**src/rtl/lshm_pkg.sv**
```systemverilog
// Package with the item types, register indexes, reset values and control types of the monitor.
`default_nettype none

package lshm_pkg;

    localparam int unsigned MAX_BUCKETS_DEF = 256;
    localparam int LAT_W = 32;
    localparam int CFG_IDX_W = 2;
    localparam int CFG_DATA_W = 32;
    localparam int BKT_CFG_W = 9;
    localparam int BUCKET_OUT_W = 8;

    localparam logic [CFG_IDX_W-1:0] CFG_DEADLINE = 2'd0;
    localparam logic [CFG_IDX_W-1:0] CFG_BUCKETS = 2'd1;
    localparam logic [CFG_IDX_W-1:0] CFG_HIST_EN = 2'd2;

    localparam logic [LAT_W-1:0] RESET_DEADLINE = 32'd1000;
    localparam logic [BKT_CFG_W-1:0] RESET_BUCKETS = 9'd100;

    typedef struct packed {
        logic             cmd;
        logic [LAT_W-1:0] lat_sample;
    } t_in_item;

    typedef struct packed {
        logic                    deadline_missed;
        logic [BUCKET_OUT_W-1:0] bucket;
        logic [31:0]             bucket_total;
        logic [63:0]             sample_count;
        logic [63:0]             miss_count;
        logic [LAT_W-1:0]        lowest_lat;
        logic [LAT_W-1:0]        highest_lat;
        logic [63:0]             latency_sum;
        logic [63:0]             latency_square_sum;
    } t_out_item;

    typedef enum logic [3:0] {
        ST_INIT,
        ST_IDLE,
        ST_CLEAR,
        ST_MUL,
        ST_ACC,
        ST_DIV,
        ST_READ,
        ST_WRITE,
        ST_DONE
    } t_state;

    typedef struct packed {
        logic accept;
        logic sweep;
        logic mul;
        logic acc;
        logic div_step;
        logic write;
        logic load_out;
    } t_dp_cmd;

    typedef struct packed {
        logic item_clear;
        logic hist_en;
        logic to_last;
        logic sweep_last;
        logic div_last;
        logic out_busy;
    } t_dp_status;

endpackage

`default_nettype wire

```
**src/rtl/lshm_ctrl.sv**
```systemverilog
// Controller state machine that sequences clears, statistics updates, division and histogram access.
`default_nettype none

module lshm_ctrl (
    input  wire logic                i_clk,
    input  wire logic                i_rst_n,
    input  wire logic                i_in_valid,
    output logic                     o_in_ready,
    input  wire lshm_pkg::t_dp_status i_status,
    output lshm_pkg::t_dp_cmd        o_cmd
);
    import lshm_pkg::*;

    t_state r_state;
    t_state n_state;

    always_ff @(posedge i_clk) begin
        if (!i_rst_n) begin
            r_state <= ST_INIT;
        end else begin
            r_state <= n_state;
        end
    end

    always_comb begin
        n_state = r_state;
        unique case (r_state)
            ST_INIT: begin
                if (i_status.sweep_last) n_state = ST_IDLE;
            end
            ST_IDLE: begin
                if (i_in_valid) n_state = i_status.item_clear ? ST_CLEAR : ST_MUL;
            end
            ST_CLEAR: begin
                if (i_status.sweep_last) n_state = ST_DONE;
            end
            ST_MUL: n_state = ST_ACC;
            ST_ACC: begin
                if (!i_status.hist_en) n_state = ST_DONE;
                else if (i_status.to_last) n_state = ST_READ;
                else n_state = ST_DIV;
            end
            ST_DIV: begin
                if (i_status.div_last) n_state = ST_READ;
            end
            ST_READ: n_state = ST_WRITE;
            ST_WRITE: n_state = ST_DONE;
            ST_DONE: begin
                if (!i_status.out_busy) n_state = ST_IDLE;
            end
            default: n_state = ST_INIT;
        endcase
    end

    always_comb begin
        o_cmd = '0;
        o_in_ready = 1'b0;
        unique case (r_state)
            ST_INIT: o_cmd.sweep = 1'b1;
            ST_IDLE: begin
                o_in_ready = 1'b1;
                o_cmd.accept = i_in_valid;
            end
            ST_CLEAR: o_cmd.sweep = 1'b1;
            ST_MUL: o_cmd.mul = 1'b1;
            ST_ACC: o_cmd.acc = 1'b1;
            ST_DIV: o_cmd.div_step = 1'b1;
            ST_READ: o_cmd = '0;
            ST_WRITE: o_cmd.write = 1'b1;
            ST_DONE: o_cmd.load_out = !i_status.out_busy;
            default: o_cmd = '0;
        endcase
    end

endmodule

`default_nettype wire

```
**config.mk**
```make
export PLATFORM = sky130hd
export DESIGN_NAME = lshm_ctrl
export DESIGN_NICKNAME = d
export VERILOG_FILES = /design/src/rtl/lshm_pkg.sv /design/src/rtl/lshm_ctrl.sv
export SDC_FILE = /design/constraint.sdc
export NUM_CORES = 1
export LEC_CHECK = 0
export ABC_AREA = 1
export BUFFER_PORTS_ARGS = -buffer_cell sky130_fd_sc_hd__buf_2
export CELL_PAD_IN_SITES_DETAIL_PLACEMENT = 0
export CELL_PAD_IN_SITES_GLOBAL_PLACEMENT = 2
export CORE_AREA = 2 2 43 49
export CTS_CLUSTER_DIAMETER = 50
export CTS_CLUSTER_SIZE = 28
export DETAILED_ROUTE_END_ITERATION = 6
export DIE_AREA = 0 0 45 51
export GPL_TIMING_DRIVEN = 1
export PLACE_DENSITY = 0.82
export SETUP_SLACK_MARGIN = 0.1
export SYNTH_ARGS = -nofsm -noshare
export SYNTH_HDL_FRONTEND = slang
export SYNTH_SLANG_ARGS = --single-unit
```
**constraint.sdc**
```tcl
create_clock -name i_clk -period 3.4 [get_ports i_clk]
set_input_delay 0.51 -clock i_clk [delete_from_list [all_inputs] [get_ports i_clk]]
set_output_delay 0.51 -clock i_clk [all_outputs]
set_load 0.1 [all_outputs]
```
# Word level (Yosys, flattened, before mapping)
# Index checks and enable logic that the tools add are counted.
op_classes:
  n_reduce_logical: 4
  muxes: 17
  eq_ne: 13
op_table:
  columns: ["operator", "count"]
  rows:
  - ["$pmux 4 s9", 1]
  - ["$mux 4", 6]
  - ["$eq 4x3->1 const B", 4]
  - ["$ne 2x2->1 const B", 5]
  - ["$mux 1", 9]
  - ["$eq 4x2->1 const B", 2]
  - ["$reduce_and 5->1", 1]
  - ["$eq 4x1->1 const B", 1]
  - ["$eq 4x4->1 const B", 1]
  - ["$logic_not 4->1", 1]
  - ["$mux 2", 1]
  - ["$reduce_or 2->1", 1]
  - ["$logic_not 1->1", 1]
word_totals:
  output_inout_bits: 8
  elab_cells: 35
  regBits: 4
  inputBits: 9

# Longest topological paths before layout
logic_depth:
  ltp_word: 3
  ltp_mapped: 7
  depth_no_buf: 7

# Least setup slack after synthesis
# Ideal clock, no wire load.
synth_timing:
  path_kind: "in2out"
  start: "in i_status[0] in the netlist's numbering"
  end: "out o_cmd[0] in the netlist's numbering"
  path_slack_ps: -579
  n_path_buf: 0
  cell_stages: 1
  t_arrival_ps: 3469
  required_time_ps: 2890
  path_cell_list: "nor4_1"
synth_between:
  elab_chain_cells: 2
synth_lines:
  columns: ["element", "line", "rtl"]
  rows:
  - ["from (decl)", "lshm_ctrl.sv:9", "input wire lshm_pkg::t_dp_status i_status,"]
  - ["$logic_not 1->1", "lshm_ctrl.sv:70", "ST_DONE: o_cmd.load_out = !i_status.out_busy;"]
  - ["$mux 1", "lshm_ctrl.sv:58", "unique case (r_state)"]
  - ["to (decl)", "lshm_ctrl.sv:10", "output lshm_pkg::t_dp_cmd o_cmd"]
# No other way between the ends.

==> results.txt <==
synthesized area = 377 um2
first-pass GRT wire length = 1790 um
CP Data Required Time = 2.89 ns
CTS tree = done
switch share = 0.609
worst-path cell chain = nor2_2, nand2_1, nor2_1, buf_2
Reg with most FFs = r_state
DIE WIDTH = 45 um
worst hold path cell count = 3
antenna-violating nets left = 0
htree depth = 1
power consumption = 0.377 mW
clock skew = 0.00248 ns
Core ar. = 1870 um2
initial antenna violation count = 0
Pint = 0.147 mW
vias per cell = 4.46
# setup viols final = 0
Comb pwr share = 0.651
Hold Crit Class = in2reg
DR vias = 446
drt first pass iters = 4
Syn Area/Cell = 6.07 um2
CTS Buffer Depth = 2
syn nets = 71
hold buffer count at CTS = 0
vias in the first global route = 422
maximum vdd ir drop = 0.000352 V
final WL = 1050 um
global-route usage over all layers = 0.108
Max Clk Rate = 0.481 GHz
final hold violations = 0
CP max stage delay = 0.43 ns
fin. max-slew vios = 0
Setup crit start kind = flip-flop
die area = 2300 um2
# resized after CTS = 0
CTS buffer count = 3
Clk network pwr share = 0.153
Worst-Margin Slew = 0.486 ns
Initial DRC Count = 7
DRC violations left = 0
Pleak = 0.270 nW
# diodes = 0
Synth warnings = 0
Area Overhead vs Synth = 35.2%
largest registers = r_state x4
latest clock arrival within the worst-skew pair = 0.23 ns
dpl ws = 1.55 ns
library cells used by synthesis = 18
postcts setup bufs = 0
placed instance count = 97
max_cap viols = 0
critical path type = reg2out
Net Switching = 0.230 mW
Cells after Synth = 62
unrepaired setup endpoints after global routing = no
max reg flops = 4
Tmin final = 2.08 ns
final setup margin = 1.32 ns
initial core utilization = 0.201
TNS Setup = 0 ns
PwrDens = 740 nW/um2
chip height = 51 um
PortBufs = 16
Reg power frac = 0.195
Worst-path clk slew = 0.04 ns
routability cong. = 0.756
sequential-to-total area share from yosys stat = 0.213
wire per inst = 10.5 um
non-filler cells, final = 100
fin crit share = 0.611
Post-DP HPWL = 895 um
layout cells sized above 1 = 0.407
clk root buf = clkbuf_4
# clock sinks = 4
Setup crit end kind = output port
maximum number of pins on one net before global-route repair = 8
I/O pin count = 17
Max-slew headroom = 0.678
cell row count = 17
NumNets Final = 92
status = finished clean
FF-to-FF path depth = 7
flops & latches, synth = 4
Critical-path top delay cell = buf_2
CP Max Fanout = 7
Worst EP arrival = 1.57 ns
grt ovf = 0
cell usage in the layout, fill, tap and decap left out, drive strengths merged:
master,instances
nand2,13
nor2,12
nor3,2
nor4,1
dfxtp,4
nand3b,2
a31oi,1
nand3,9
nand4,1
a21oi,3
o21ai,2
inv,12
buf,16
clkbuf,3
power groups by stage:
stage	Clock [mW]	Sequential, mW	Combinational [mW]
global placement	0	0.0738	0.249
finish	0.0579	0.0737	0.245
detailed placement	0	0.0743	0.247
floorplan	0	0.0709	0.211
global route	0.0637	0.0764	0.264
CTS	0.0613	0.0735	0.248
stage by stage:
stage	area, um2	util	hold WS (ns)
after floorplan	383	-	0.542
final	509	0.272	0.551
after detailed placement	487	0.260	0.581
after global placement	487	0.260	0.572
after global routing	509	0.272	0.582
after CTS	509	0.272	0.552
routing by layer:
layer / wire, um / vias to the layer above / track usage
met2: 489 / 19 / 0.167
met3: 85 / 0 / 0.0424
met5: 0 / - / 0
met4: 0 / 0 / 0.0294
li1: - / 238 / -
met1: 473 / 189 / 0.136
synth_stat cells (all sizes together):
cell type,number,area [um2]
a21oi,3,18.8
inv,12,45.1
o21ai,2,10.0
nand2,13,53.8
nand3,9,55.1
nand4,1,6.26
a31oi,1,6.26
nor3,2,10.0
nor2,12,70.1
nand3b,2,15.0
dfxtp,4,80.1
nor4,1,6.26
layout make-up:
class / count / area (um2)
fill: 231 / 1360
sequential: 4 / 80.1
clock buffer: 3 / 22.5
inverter: 12 / 45.0
tap: 19 / 23.8
multi-input combinational: 46 / 258
timing repair buffer: 16 / 80.1
worst max-delay path: cells and delay by family (launching register included):
kind	cells	cell delay, ns
DFF	1	0.38
and+or+nand+nor	3	0.52
buffers and inverters	1	0.43
path summary, 6_finish.rpt:
path / startpoint / endpoint / slack [ns]
setup / recovery: r_state[2] / o_cmd[6] / 1.32
hold / removal: i_rst_n / r_state[0] / 0.55
setup reg to reg: r_state[0] / r_state[1] / 2.18
hold reg to reg: r_state[0] / r_state[0] / 0.59
cells by family (layout without fill, tap and decap cells):
group / count (synthesis) / after routing / share of synthesized area
compound gates: 6 / 6 / 0.0930
flops: 4 / 4 / 0.213
simple gates: 40 / 40 / 0.575
buf+inv: 12 / 31 / 0.120
Power figures use the tool's default switching activity.
